`config.mk`:
```
export PLATFORM = sky130hd
export DESIGN_NAME = two_wheel_motion_controller
export DESIGN_NICKNAME = d
export VERILOG_FILES = /design/src/rtl/tmc_pkg.sv /design/src/rtl/tmc_tick_target.sv /design/src/rtl/tmc_wall_steer.sv /design/src/rtl/two_wheel_motion_controller.sv
export SDC_FILE = /design/constraint.sdc
export NUM_CORES = 1
export LEC_CHECK = 0
export BUFFER_PORTS_ARGS = -buffer_cell sky130_fd_sc_hd__buf_2
export CORE_MARGIN = 3
export CORE_UTILIZATION = 40
export CTS_BUF_LIST = sky130_fd_sc_hd__clkbuf_4 sky130_fd_sc_hd__clkbuf_8
export DETAILED_ROUTE_END_ITERATION = 8
export HOLD_SLACK_MARGIN = 0.15
export PLACE_DENSITY_LB_ADDON = 0.25
export REMOVE_ABC_BUFFERS = 1
export SLEW_MARGIN = 20
export SYNTH_ARGS = -nofsm -noshare
export SYNTH_HDL_FRONTEND = slang
export SYNTH_HIERARCHICAL = 1
export SYNTH_SLANG_ARGS = --single-unit
```
`constraint.sdc`:
```
create_clock -name aclk -period 7.7 [get_ports aclk]
set_clock_uncertainty 0.15 [all_clocks]
set_input_delay 0 -clock aclk [delete_from_list [all_inputs] [get_ports aclk]]
set_output_delay 0 -clock aclk [all_outputs]
set_load 0.03 [all_outputs]
```
`src/rtl/tmc_pkg.sv`:
```
// shared types, constants and command codes of the two-wheel motion controller
// no dependencies; used by tmc_tick_target, tmc_wall_steer and the top level
package tmc_pkg;

    localparam int COUNT_WIDTH_DEFAULT = 16;

    localparam int CMD_W    = 3;
    localparam int CELLS_W  = 5;
    localparam int DIST_W   = 12;
    localparam int GOAL_W   = 10;
    localparam int SPEED_W  = 9;
    localparam int CFG_IDX_W = 3;
    localparam int CFG_DATA_W = 12;

    // forward goal is cells * cell_goal
    localparam int FGOAL_W  = CELLS_W + GOAL_W;

    // goal * 8 / 45 == (goal * RECIP) >> RECIP_SHIFT, exact for all FGOAL_W-bit goals
    localparam int RECIP_W     = 25;
    localparam int RECIP_SHIFT = 27;
    localparam logic [RECIP_W-1:0] RECIP = 25'd23860930;
    localparam int PROD_W      = FGOAL_W + RECIP_W;
    localparam int TICK_W      = PROD_W - RECIP_SHIFT;

    // steering arithmetic width, holds base plus twice a sensor difference
    localparam int STEER_W = DIST_W + 3;

    localparam logic signed [SPEED_W-1:0] SPEED_BASE  = 9'sd120;
    localparam logic signed [SPEED_W-1:0] SPEED_LEFT  = 9'sd120;
    localparam logic signed [SPEED_W-1:0] SPEED_RIGHT = 9'sd130;
    localparam logic signed [SPEED_W-1:0] SPEED_LIMIT = 9'sd200;

    localparam logic [GOAL_W-1:0] CELL_GOAL_RST    = 10'd253;
    localparam logic [GOAL_W-1:0] QUARTER_GOAL_RST = 10'd67;
    localparam logic [GOAL_W-1:0] HALF_GOAL_RST    = 10'd141;
    localparam logic [DIST_W-1:0] BRAKE_NEAR_RST   = 12'd10;
    localparam logic [DIST_W-1:0] BRAKE_FAR_RST    = 12'd60;
    localparam logic [DIST_W-1:0] WALL_LIMIT_RST   = 12'd140;
    localparam logic [DIST_W-1:0] WALL_CENTER_RST  = 12'd60;

    typedef enum logic [CFG_IDX_W-1:0] {
        REG_CELL_GOAL    = 3'd0,
        REG_QUARTER_GOAL = 3'd1,
        REG_HALF_GOAL    = 3'd2,
        REG_BRAKE_NEAR   = 3'd3,
        REG_BRAKE_FAR    = 3'd4,
        REG_WALL_LIMIT   = 3'd5,
        REG_WALL_CENTER  = 3'd6
    } reg_idx_t;

    typedef enum logic [CMD_W-1:0] {
        CMD_TURN_LEFT  = 3'd0,
        CMD_TURN_RIGHT = 3'd1,
        CMD_TURN_BACK  = 3'd2,
        CMD_FORWARD    = 3'd3,
        CMD_SENSOR     = 3'd4,
        CMD_LEFT_EDGE  = 3'd5,
        CMD_RIGHT_EDGE = 3'd6
    } cmd_t;

    typedef struct packed {
        logic                        brake;
        logic signed [SPEED_W-1:0]   speed;
    } steer_t;

endpackage

```
`src/rtl/tmc_tick_target.sv`:
```
// converts an armed goal into an encoder tick count, goal * 8 / 45 truncated
// uses tmc_pkg for widths and the reciprocal constant
module tmc_tick_target (
    input  logic [tmc_pkg::FGOAL_W-1:0] goal,
    output logic [tmc_pkg::TICK_W-1:0]  ticks
);

    logic [tmc_pkg::PROD_W-1:0] prod;

    // reciprocal multiply, the low bits are the dropped fraction
    assign prod  = tmc_pkg::PROD_W'(goal) * tmc_pkg::PROD_W'(tmc_pkg::RECIP);
    assign ticks = prod[tmc_pkg::RECIP_SHIFT +: tmc_pkg::TICK_W];

endmodule

```
`src/rtl/tmc_wall_steer.sv`:
```
// brake window check and wall-centering left speed for a sensor update
// uses tmc_pkg for widths, speed constants and the steer_t result
module tmc_wall_steer (
    input  logic [tmc_pkg::DIST_W-1:0] dist_front,
    input  logic [tmc_pkg::DIST_W-1:0] dist_left,
    input  logic [tmc_pkg::DIST_W-1:0] dist_right,
    input  logic [tmc_pkg::DIST_W-1:0] brake_near,
    input  logic [tmc_pkg::DIST_W-1:0] brake_far,
    input  logic [tmc_pkg::DIST_W-1:0] wall_limit,
    input  logic [tmc_pkg::DIST_W-1:0] wall_center,
    output tmc_pkg::steer_t            steer
);

    localparam int W = tmc_pkg::STEER_W;

    logic [tmc_pkg::DIST_W:0] side_sum;
    logic signed [W-1:0]      s_left;
    logic signed [W-1:0]      s_right;
    logic signed [W-1:0]      s_center;
    logic signed [W-1:0]      diff;
    logic signed [W-1:0]      off;
    logic signed [W-1:0]      raw;

    assign s_left   = $signed(W'(dist_left));
    assign s_right  = $signed(W'(dist_right));
    assign s_center = $signed(W'(wall_center));
    assign side_sum = {1'b0, dist_left} + {1'b0, dist_right};

    always_comb begin
        diff = '0;
        off  = '0;
        if (side_sum < {1'b0, wall_limit}) begin
            // both walls close: steer toward the middle
            off = s_right - s_left;
        end else if (dist_left < wall_limit) begin
            diff = s_center - s_left;
            off  = {diff[W-2:0], 1'b0};
        end else if (dist_right < wall_limit) begin
            diff = s_right - s_center;
            off  = {diff[W-2:0], 1'b0};
        end
        raw = W'(tmc_pkg::SPEED_BASE) + off;
    end

    always_comb begin
        steer.brake = (dist_front > brake_near) && (dist_front < brake_far);
        if (raw > W'(tmc_pkg::SPEED_LIMIT)) begin
            steer.speed = tmc_pkg::SPEED_LIMIT;
        end else if (raw < -W'(tmc_pkg::SPEED_LIMIT)) begin
            steer.speed = -tmc_pkg::SPEED_LIMIT;
        end else begin
            steer.speed = raw[tmc_pkg::SPEED_W-1:0];
        end
    end

endmodule

```
`src/rtl/two_wheel_motion_controller.sv`:
```
// two-wheel motion controller top level: input register, motion state, result register
// uses tmc_pkg, tmc_tick_target and tmc_wall_steer
//
// Takes one item per clock: a turn or forward command, a sensor update or an encoder
// edge (s_tuser holds the command code), and returns one result item per input with
// both wheel speeds in signed half-percent, the stop flag and the brake flag. An item
// is held in the input register after the edge that accepts it and is written into the
// result register when the result side can take it, and its result is then offered
// from there. A new item is taken every cycle while the result side keeps up. The longest
// path is in the edge update: the tick target multiply on the stored goal followed by
// the count compare. Turn and forward commands latch their goal, so later register
// writes do not move an armed target.
// Register writes take effect at the next edge and are meant for idle periods.
module two_wheel_motion_controller #(
    parameter int COUNT_WIDTH = tmc_pkg::COUNT_WIDTH_DEFAULT
) (
    input  logic                               aclk,
    input  logic                               aresetn,
    // cmd/data input
    input  logic                               s_tvalid,
    output logic                               s_tready,
    // [4:0] cells, [16:5] dist_front, [28:17] dist_left, [40:29] dist_right,
    // [41] enc_a, [42] enc_b, [47:43] zero
    input  logic [47:0]                        s_tdata,
    // [2:0] cmd
    input  logic [tmc_pkg::CMD_W-1:0]          s_tuser,
    // result output
    output logic                               m_tvalid,
    input  logic                               m_tready,
    // [8:0] left drive, [17:9] right drive, [18] stopped, [19] braked, [23:20] zero
    output logic [23:0]                        m_tdata,
    // register write port
    input  logic                               cfg_wr_en,
    input  logic [tmc_pkg::CFG_IDX_W-1:0]      cfg_addr,
    input  logic [tmc_pkg::CFG_DATA_W-1:0]     cfg_wdata
);

    localparam int SW = tmc_pkg::SPEED_W;
    localparam int DW = tmc_pkg::DIST_W;
    localparam int GW = tmc_pkg::GOAL_W;

    // configuration registers
    logic [GW-1:0] cell_goal_reg;
    logic [GW-1:0] quarter_goal_reg;
    logic [GW-1:0] half_goal_reg;
    logic [DW-1:0] brake_near_reg;
    logic [DW-1:0] brake_far_reg;
    logic [DW-1:0] wall_limit_reg;
    logic [DW-1:0] wall_center_reg;

    // input register
    logic                         in_valid_reg;
    tmc_pkg::cmd_t                in_cmd_reg;
    logic [tmc_pkg::CELLS_W-1:0]  in_cells_reg;
    logic [DW-1:0]                in_front_reg;
    logic [DW-1:0]                in_left_reg;
    logic [DW-1:0]                in_right_reg;
    logic                         in_a_reg;
    logic                         in_b_reg;

    // motion state
    logic [COUNT_WIDTH-1:0]       left_count_reg, left_count_next;
    logic [COUNT_WIDTH-1:0]       right_count_reg, right_count_next;
    logic [tmc_pkg::FGOAL_W-1:0]  goal_reg, goal_next;
    logic                         left_neg_reg, left_neg_next;
    logic                         right_neg_reg, right_neg_next;
    logic                         left_armed_reg, left_armed_next;
    logic                         right_armed_reg, right_armed_next;
    logic signed [SW-1:0]         left_drive_reg, left_drive_next;
    logic signed [SW-1:0]         right_drive_reg, right_drive_next;
    logic                         halted_reg, halted_next;
    logic                         braked_next;

    // result register
    logic                         out_valid_reg;
    logic signed [SW-1:0]         out_left_reg;
    logic signed [SW-1:0]         out_right_reg;
    logic                         out_stopped_reg;
    logic                         out_braked_reg;

    logic                         advance;
    logic                         fire;
    logic                         s_accept;
    logic [tmc_pkg::TICK_W-1:0]   ticks;
    logic [COUNT_WIDTH-1:0]       ticks_w;
    logic [COUNT_WIDTH-1:0]       left_target;
    logic [COUNT_WIDTH-1:0]       right_target;
    tmc_pkg::steer_t              steer;

    assign advance  = !out_valid_reg || m_tready;
    assign fire     = in_valid_reg && advance;
    assign s_tready = !in_valid_reg || advance;
    assign s_accept = s_tvalid && s_tready;

    assign m_tvalid = out_valid_reg;
    assign m_tdata  = {4'b0000, out_braked_reg, out_stopped_reg, out_right_reg, out_left_reg};

    tmc_tick_target u_tick_target (
        .goal  (goal_reg),
        .ticks (ticks)
    );

    tmc_wall_steer u_wall_steer (
        .dist_front  (in_front_reg),
        .dist_left   (in_left_reg),
        .dist_right  (in_right_reg),
        .brake_near  (brake_near_reg),
        .brake_far   (brake_far_reg),
        .wall_limit  (wall_limit_reg),
        .wall_center (wall_center_reg),
        .steer       (steer)
    );

    // targets wrap into the count width
    assign ticks_w      = COUNT_WIDTH'(ticks);
    assign left_target  = left_neg_reg  ? -ticks_w : ticks_w;
    assign right_target = right_neg_reg ? -ticks_w : ticks_w;

    always_comb begin
        left_count_next  = left_count_reg;
        right_count_next = right_count_reg;
        goal_next        = goal_reg;
        left_neg_next    = left_neg_reg;
        right_neg_next   = right_neg_reg;
        left_armed_next  = left_armed_reg;
        right_armed_next = right_armed_reg;
        left_drive_next  = left_drive_reg;
        right_drive_next = right_drive_reg;
        halted_next      = halted_reg;
        braked_next      = 1'b0;

        case (in_cmd_reg)
            tmc_pkg::CMD_TURN_LEFT,
            tmc_pkg::CMD_TURN_RIGHT,
            tmc_pkg::CMD_TURN_BACK,
            tmc_pkg::CMD_FORWARD: begin
                left_count_next  = '0;
                right_count_next = '0;
                halted_next      = 1'b0;
                case (in_cmd_reg)
                    tmc_pkg::CMD_TURN_LEFT: begin
                        goal_next        = tmc_pkg::FGOAL_W'(quarter_goal_reg);
                        left_neg_next    = 1'b1;
                        right_neg_next   = 1'b0;
                        left_drive_next  = -tmc_pkg::SPEED_LEFT;
                        right_drive_next = tmc_pkg::SPEED_RIGHT;
                    end
                    tmc_pkg::CMD_TURN_RIGHT: begin
                        goal_next        = tmc_pkg::FGOAL_W'(quarter_goal_reg);
                        left_neg_next    = 1'b0;
                        right_neg_next   = 1'b1;
                        left_drive_next  = tmc_pkg::SPEED_LEFT;
                        right_drive_next = -tmc_pkg::SPEED_RIGHT;
                    end
                    tmc_pkg::CMD_TURN_BACK: begin
                        goal_next        = tmc_pkg::FGOAL_W'(half_goal_reg);
                        left_neg_next    = 1'b1;
                        right_neg_next   = 1'b0;
                        left_drive_next  = -tmc_pkg::SPEED_LEFT;
                        right_drive_next = tmc_pkg::SPEED_RIGHT;
                    end
                    default: begin
                        goal_next        = tmc_pkg::FGOAL_W'(in_cells_reg)
                                         * tmc_pkg::FGOAL_W'(cell_goal_reg);
                        left_neg_next    = 1'b0;
                        right_neg_next   = 1'b0;
                        left_drive_next  = tmc_pkg::SPEED_LEFT;
                        right_drive_next = tmc_pkg::SPEED_RIGHT;
                    end
                endcase
                left_armed_next  = (goal_next != '0);
                right_armed_next = (goal_next != '0);
            end
            tmc_pkg::CMD_SENSOR: begin
                if (steer.brake) begin
                    braked_next      = 1'b1;
                    left_drive_next  = '0;
                    right_drive_next = '0;
                    left_armed_next  = 1'b0;
                    right_armed_next = 1'b0;
                    halted_next      = 1'b1;
                end else begin
                    left_drive_next  = steer.speed;
                end
            end
            tmc_pkg::CMD_LEFT_EDGE: begin
                left_count_next = (in_a_reg != in_b_reg) ? left_count_reg + COUNT_WIDTH'(1)
                                                         : left_count_reg - COUNT_WIDTH'(1);
                if (left_armed_reg && (left_count_next == left_target)) begin
                    left_drive_next  = '0;
                    right_drive_next = '0;
                    left_armed_next  = 1'b0;
                    right_armed_next = 1'b0;
                    halted_next      = 1'b1;
                end
            end
            tmc_pkg::CMD_RIGHT_EDGE: begin
                right_count_next = (in_a_reg != in_b_reg) ? right_count_reg + COUNT_WIDTH'(1)
                                                          : right_count_reg - COUNT_WIDTH'(1);
                if (right_armed_reg && (right_count_next == right_target)) begin
                    left_drive_next  = '0;
                    right_drive_next = '0;
                    left_armed_next  = 1'b0;
                    right_armed_next = 1'b0;
                    halted_next      = 1'b1;
                end
            end
            default: begin
                // unused code: report current state
            end
        endcase
    end

    // configuration
    always_ff @(posedge aclk) begin
        if (!aresetn) begin
            cell_goal_reg    <= tmc_pkg::CELL_GOAL_RST;
            quarter_goal_reg <= tmc_pkg::QUARTER_GOAL_RST;
            half_goal_reg    <= tmc_pkg::HALF_GOAL_RST;
            brake_near_reg   <= tmc_pkg::BRAKE_NEAR_RST;
            brake_far_reg    <= tmc_pkg::BRAKE_FAR_RST;
            wall_limit_reg   <= tmc_pkg::WALL_LIMIT_RST;
            wall_center_reg  <= tmc_pkg::WALL_CENTER_RST;
        end else if (cfg_wr_en) begin
            case (tmc_pkg::reg_idx_t'(cfg_addr))
                tmc_pkg::REG_CELL_GOAL:    cell_goal_reg    <= cfg_wdata[GW-1:0];
                tmc_pkg::REG_QUARTER_GOAL: quarter_goal_reg <= cfg_wdata[GW-1:0];
                tmc_pkg::REG_HALF_GOAL:    half_goal_reg    <= cfg_wdata[GW-1:0];
                tmc_pkg::REG_BRAKE_NEAR:   brake_near_reg   <= cfg_wdata[DW-1:0];
                tmc_pkg::REG_BRAKE_FAR:    brake_far_reg    <= cfg_wdata[DW-1:0];
                tmc_pkg::REG_WALL_LIMIT:   wall_limit_reg   <= cfg_wdata[DW-1:0];
                tmc_pkg::REG_WALL_CENTER:  wall_center_reg  <= cfg_wdata[DW-1:0];
                default: begin
                end
            endcase
        end
    end

    // input register
    always_ff @(posedge aclk) begin
        if (!aresetn) begin
            in_valid_reg <= 1'b0;
        end else if (s_accept) begin
            in_valid_reg <= 1'b1;
        end else if (advance) begin
            in_valid_reg <= 1'b0;
        end
        if (s_accept) begin
            in_cmd_reg   <= tmc_pkg::cmd_t'(s_tuser);
            in_cells_reg <= s_tdata[4:0];
            in_front_reg <= s_tdata[16:5];
            in_left_reg  <= s_tdata[28:17];
            in_right_reg <= s_tdata[40:29];
            in_a_reg     <= s_tdata[41];
            in_b_reg     <= s_tdata[42];
        end
    end

    // motion state and result register
    always_ff @(posedge aclk) begin
        if (!aresetn) begin
            left_count_reg  <= '0;
            right_count_reg <= '0;
            left_neg_reg    <= 1'b0;
            right_neg_reg   <= 1'b0;
            left_armed_reg  <= 1'b0;
            right_armed_reg <= 1'b0;
            left_drive_reg  <= '0;
            right_drive_reg <= '0;
            halted_reg      <= 1'b1;
            out_valid_reg   <= 1'b0;
        end else begin
            if (fire) begin
                left_count_reg  <= left_count_next;
                right_count_reg <= right_count_next;
                left_neg_reg    <= left_neg_next;
                right_neg_reg   <= right_neg_next;
                left_armed_reg  <= left_armed_next;
                right_armed_reg <= right_armed_next;
                left_drive_reg  <= left_drive_next;
                right_drive_reg <= right_drive_next;
                halted_reg      <= halted_next;
                out_valid_reg   <= 1'b1;
            end else if (m_tready) begin
                out_valid_reg   <= 1'b0;
            end
        end
        if (fire) begin
            goal_reg        <= goal_next;
            out_left_reg    <= left_drive_next;
            out_right_reg   <= right_drive_next;
            out_stopped_reg <= halted_next;
            out_braked_reg  <= braked_next;
        end
    end

`ifndef SYNTHESIS
    a_halt_disarms: assert property (@(posedge aclk) disable iff (!aresetn)
        halted_reg |-> (!left_armed_reg && !right_armed_reg && right_drive_reg == '0))
        else $error("halted with a wheel armed or right wheel driven");

    a_armed_goal: assert property (@(posedge aclk) disable iff (!aresetn)
        (left_armed_reg || right_armed_reg) |-> (goal_reg != '0))
        else $error("wheel armed with a zero goal");

    a_brake_result: assert property (@(posedge aclk) disable iff (!aresetn)
        (out_valid_reg && out_braked_reg) |->
            (out_stopped_reg && out_left_reg == '0 && out_right_reg == '0))
        else $error("brake result without a full stop");

    a_fire_result: assert property (@(posedge aclk) disable iff (!aresetn)
        fire |=> out_valid_reg)
        else $error("processed item produced no result");
`endif

endmodule
```
==> metrics.yaml <==
ant_nets: 0
worstHoldStart: "cfg_addr[1]"
placed_cell_area_mm2: 0.0226
antenna_cells: 0
ir_drop_v: 0.00104
firstDrtPassIters: 5
netlist.top_cell.by_area: "ha_1"
finalInstanceArea_mm2: 0.0257
post-place-ws_ns: -0.784
dieArea_mm2: 0.0543
cts_sinks: 215
max_stage_delay_ns: 0.57
clock_path_buffers: 3
violations: "negative setup slack"
period_needed_ns: 7.98
cp_data_required_time_ns: 8.04
antenna_found_initial: 0
startpoint: "goal_reg[14]"
vias: 18100
arrival_ns: 8.32
syn-cell-area_mm2: 0.0206
clkTransAtPathRegs_ns: 0.06
grt_first_pass_wirelength_um: 96300
grtUsageTotal_pct: 21.9
max-cap-violations: 0
ys_async_sr_fraction_pct: 0
relSlewSlack_pct: 34.3
drt-initial-drc-count: 874
setup_viol: 39
post-route-period-util_pct: 104
fin_cells: 3405
wl_per_cell_um: 17.4
grt.overflow.total: 0
yosys_warnings: 6
rsz0062_at_grt: "yes"
crit_type: "register to register"
clk_latency_ns: 0.60
via_per_inst: 5.32
portBuffers: 87
status: "finished, violations left"
synth-seq-cells: 215
globalplace.congestion: 0.914
worst_slew_pin_slew_ns: 0.977
crit_fanout: 16
critPathBufInv: 5
netlist_instances: 2340
crit_family: "adder cells"
synth_top_flop_cell: "dfxtp_1"
r2r_start: "goal_reg[14]"
hold_viol_final: 0
first_global_vias: 18600
final_max_slew_viol_count: 0
holdWs_ns: 0.278
start_util_pct: 40.8
cp_slowest_cell: "fa_1"
hp-class: "input port to register"
drc: 0
p_leak_nw: 11.5
avgSynthCellArea_um2: 8.81
clock.fmax_ghz: 0.125
core_area_mm2: 0.0506
rows: 82
cts_tree: "built"
die_w_um: 233
crit_path_end_kind: "register"
dpl.cell_count: 3163
num_io_pins: 97
cts_buffers: 39
drt_wl_total_um: 59300
worst_path_most_repeated_cell: "fa_1"
yosysTopAreaCellShare_pct: 16.7
cts_root_buf: "clkbuf_8"
setup_tns_ns: -8.98
dp_hpwl_um: 44800
h-tree-depth: 2
powerDensity_mw_per_mm2: 493
ys_seq_area_share_pct: 24.8
die_h_um: 233
synth_cell_types: 118
synth_edf_count: 81
drive_gt1_share_pct: 18.5
finalWorstSetupSlack_ns: -0.276
crit_path_start_kind: "register"
grt_start_max_net_pins: 70
fin_nets: 3153
synthToLayoutAreaGrowth_pct: 24.4
netlist_top_cells_area: "ha_1, dfxtp_1, edfxtp_1"
==> timing repair <==
item / CTS / global route
endpoints found under the hold margin: 182 / 0
pin swaps: 64 / 32
gates resized for setup: 81 / 48
hold buffers: 137 / 0
setup endpoints to repair: 39 / 39
gates cloned: 1 / 0
buffers inserted: 21 / 11
==> metrics by stage <==
step                      total power, mW  utilization (%)
after floorplan                      6.89                -
after global placement               10.1             44.6
after detailed placement             10.1             44.6
after CTS                            12.0             50.1
after global routing                 13.8             50.7
final                                12.6             50.7
==> where the power goes <==
group          switching [mW]  leakage, nW  internal [mW]
Combinational            5.35         9.18           4.82
Clock                   0.523        0.450          0.659
Sequential             0.0470         1.86           1.24
Total                    5.92         11.5           6.72
==> worst min-delay path, stage by stage <==
cell and delay (ns):
dlygate4sd3_1 0.52, buf_2 0.18, nor3_2 0.13, nand2_1 0.08
a21oi_1 0.05
==> layout make-up <==
cell class / count / area, um^2
Fill cell: 4637 / 24900
Multi-Input combinational cell: 1759 / 14600
Sequential cell: 215 / 5110
Timing Repair Buffer: 396 / 3170
Inverter: 291 / 1090
Tap cell: 672 / 841
Clock buffer: 59 / 699
Clock inverter: 13 / 136
==> metal layers <==
metal,part of all wire (%),track usage (%),up-vias,wire length [um]
met2,48,37.5,402,28400
li1,-,-,8915,-
met5,0,0,-,0
met3,4.3,3.40,134,2550
met4,4.6,9.72,0,2700
met1,43,27.3,8658,25600
==> path summary, 6_finish.rpt <==
| path | slack (ns) | endpoint | depth (start not counted) |
|---|---|---|---|
| max | -0.28 | left_drive_reg[5] | 28 |
| min | 0.28 | cell_goal_reg[1] | 5 |
| max reg2reg | -0.28 | left_drive_reg[5] | 28 |
| min reg2reg | 0.30 | quarter_goal_reg[9] | 2 |
==> Yosys cell counts, types with 6 or more instances <==
cell type,n
inv_1,288
ha_1,276
nand2_1,263
a21oi_1,164
nor2_1,145
dfxtp_1,134
fa_1,104
o21ai_0,88
edfxtp_1,81
xnor2_1,70
nand3_1,59
clkbuf_1,54
xor2_1,53
a21o_1,46
and2_1,43
a211oi_1,30
a22oi_1,26
nor3_1,22
nand2b_1,19
and3_1,18
nand4_1,18
o21bai_1,18
a31oi_1,16
nor2b_1,16
or3_1,16
o21a_1,15
o211ai_1,14
o22ai_1,13
buf_4,10
mux2i_1,10
nor4_1,10
o31ai_1,10
o221a_2,8
a221oi_1,7
buf_2,7
nor3b_1,7
a21bo_2,6
o211a_1,6
or2_2,6
==> cell usage in the layout, fill, tap and decap left out, types with 17 or more instances in the layout <==
cell type	instances
o21ai_0	73
and3_1	18
a21oi_1	155
clkbuf_8	41
and2_1	42
nor3_1	20
inv_1	273
nand2_1	263
nand2b_1	19
nand4_1	18
ha_1	257
a21o_1	46
nor2_1	142
buf_4	161
xor2_1	52
fa_1	98
ha_4	17
nand3_1	56
dlygate4sd3_1	137
edfxtp_1	81
inv_2	17
a211oi_1	27
buf_2	87
xnor2_1	68
clkbuf_4	18
a22oi_1	26
dfxtp_1	134
==> cell families after synthesis <==
| family | Yosys count | synth area share (%) |
|---|---|---|
| compound gates | 561 | 19.2 |
| xor+xnor | 127 | 5.63 |
| other cells | 1 | 0.0182 |
| buf+inv | 369 | 7.32 |
| mux | 12 | 0.595 |
| simple gates | 675 | 15.6 |
| fa+ha+maj | 380 | 26.8 |
| flops | 215 | 24.8 |
(Power assumes the default switching activity.)
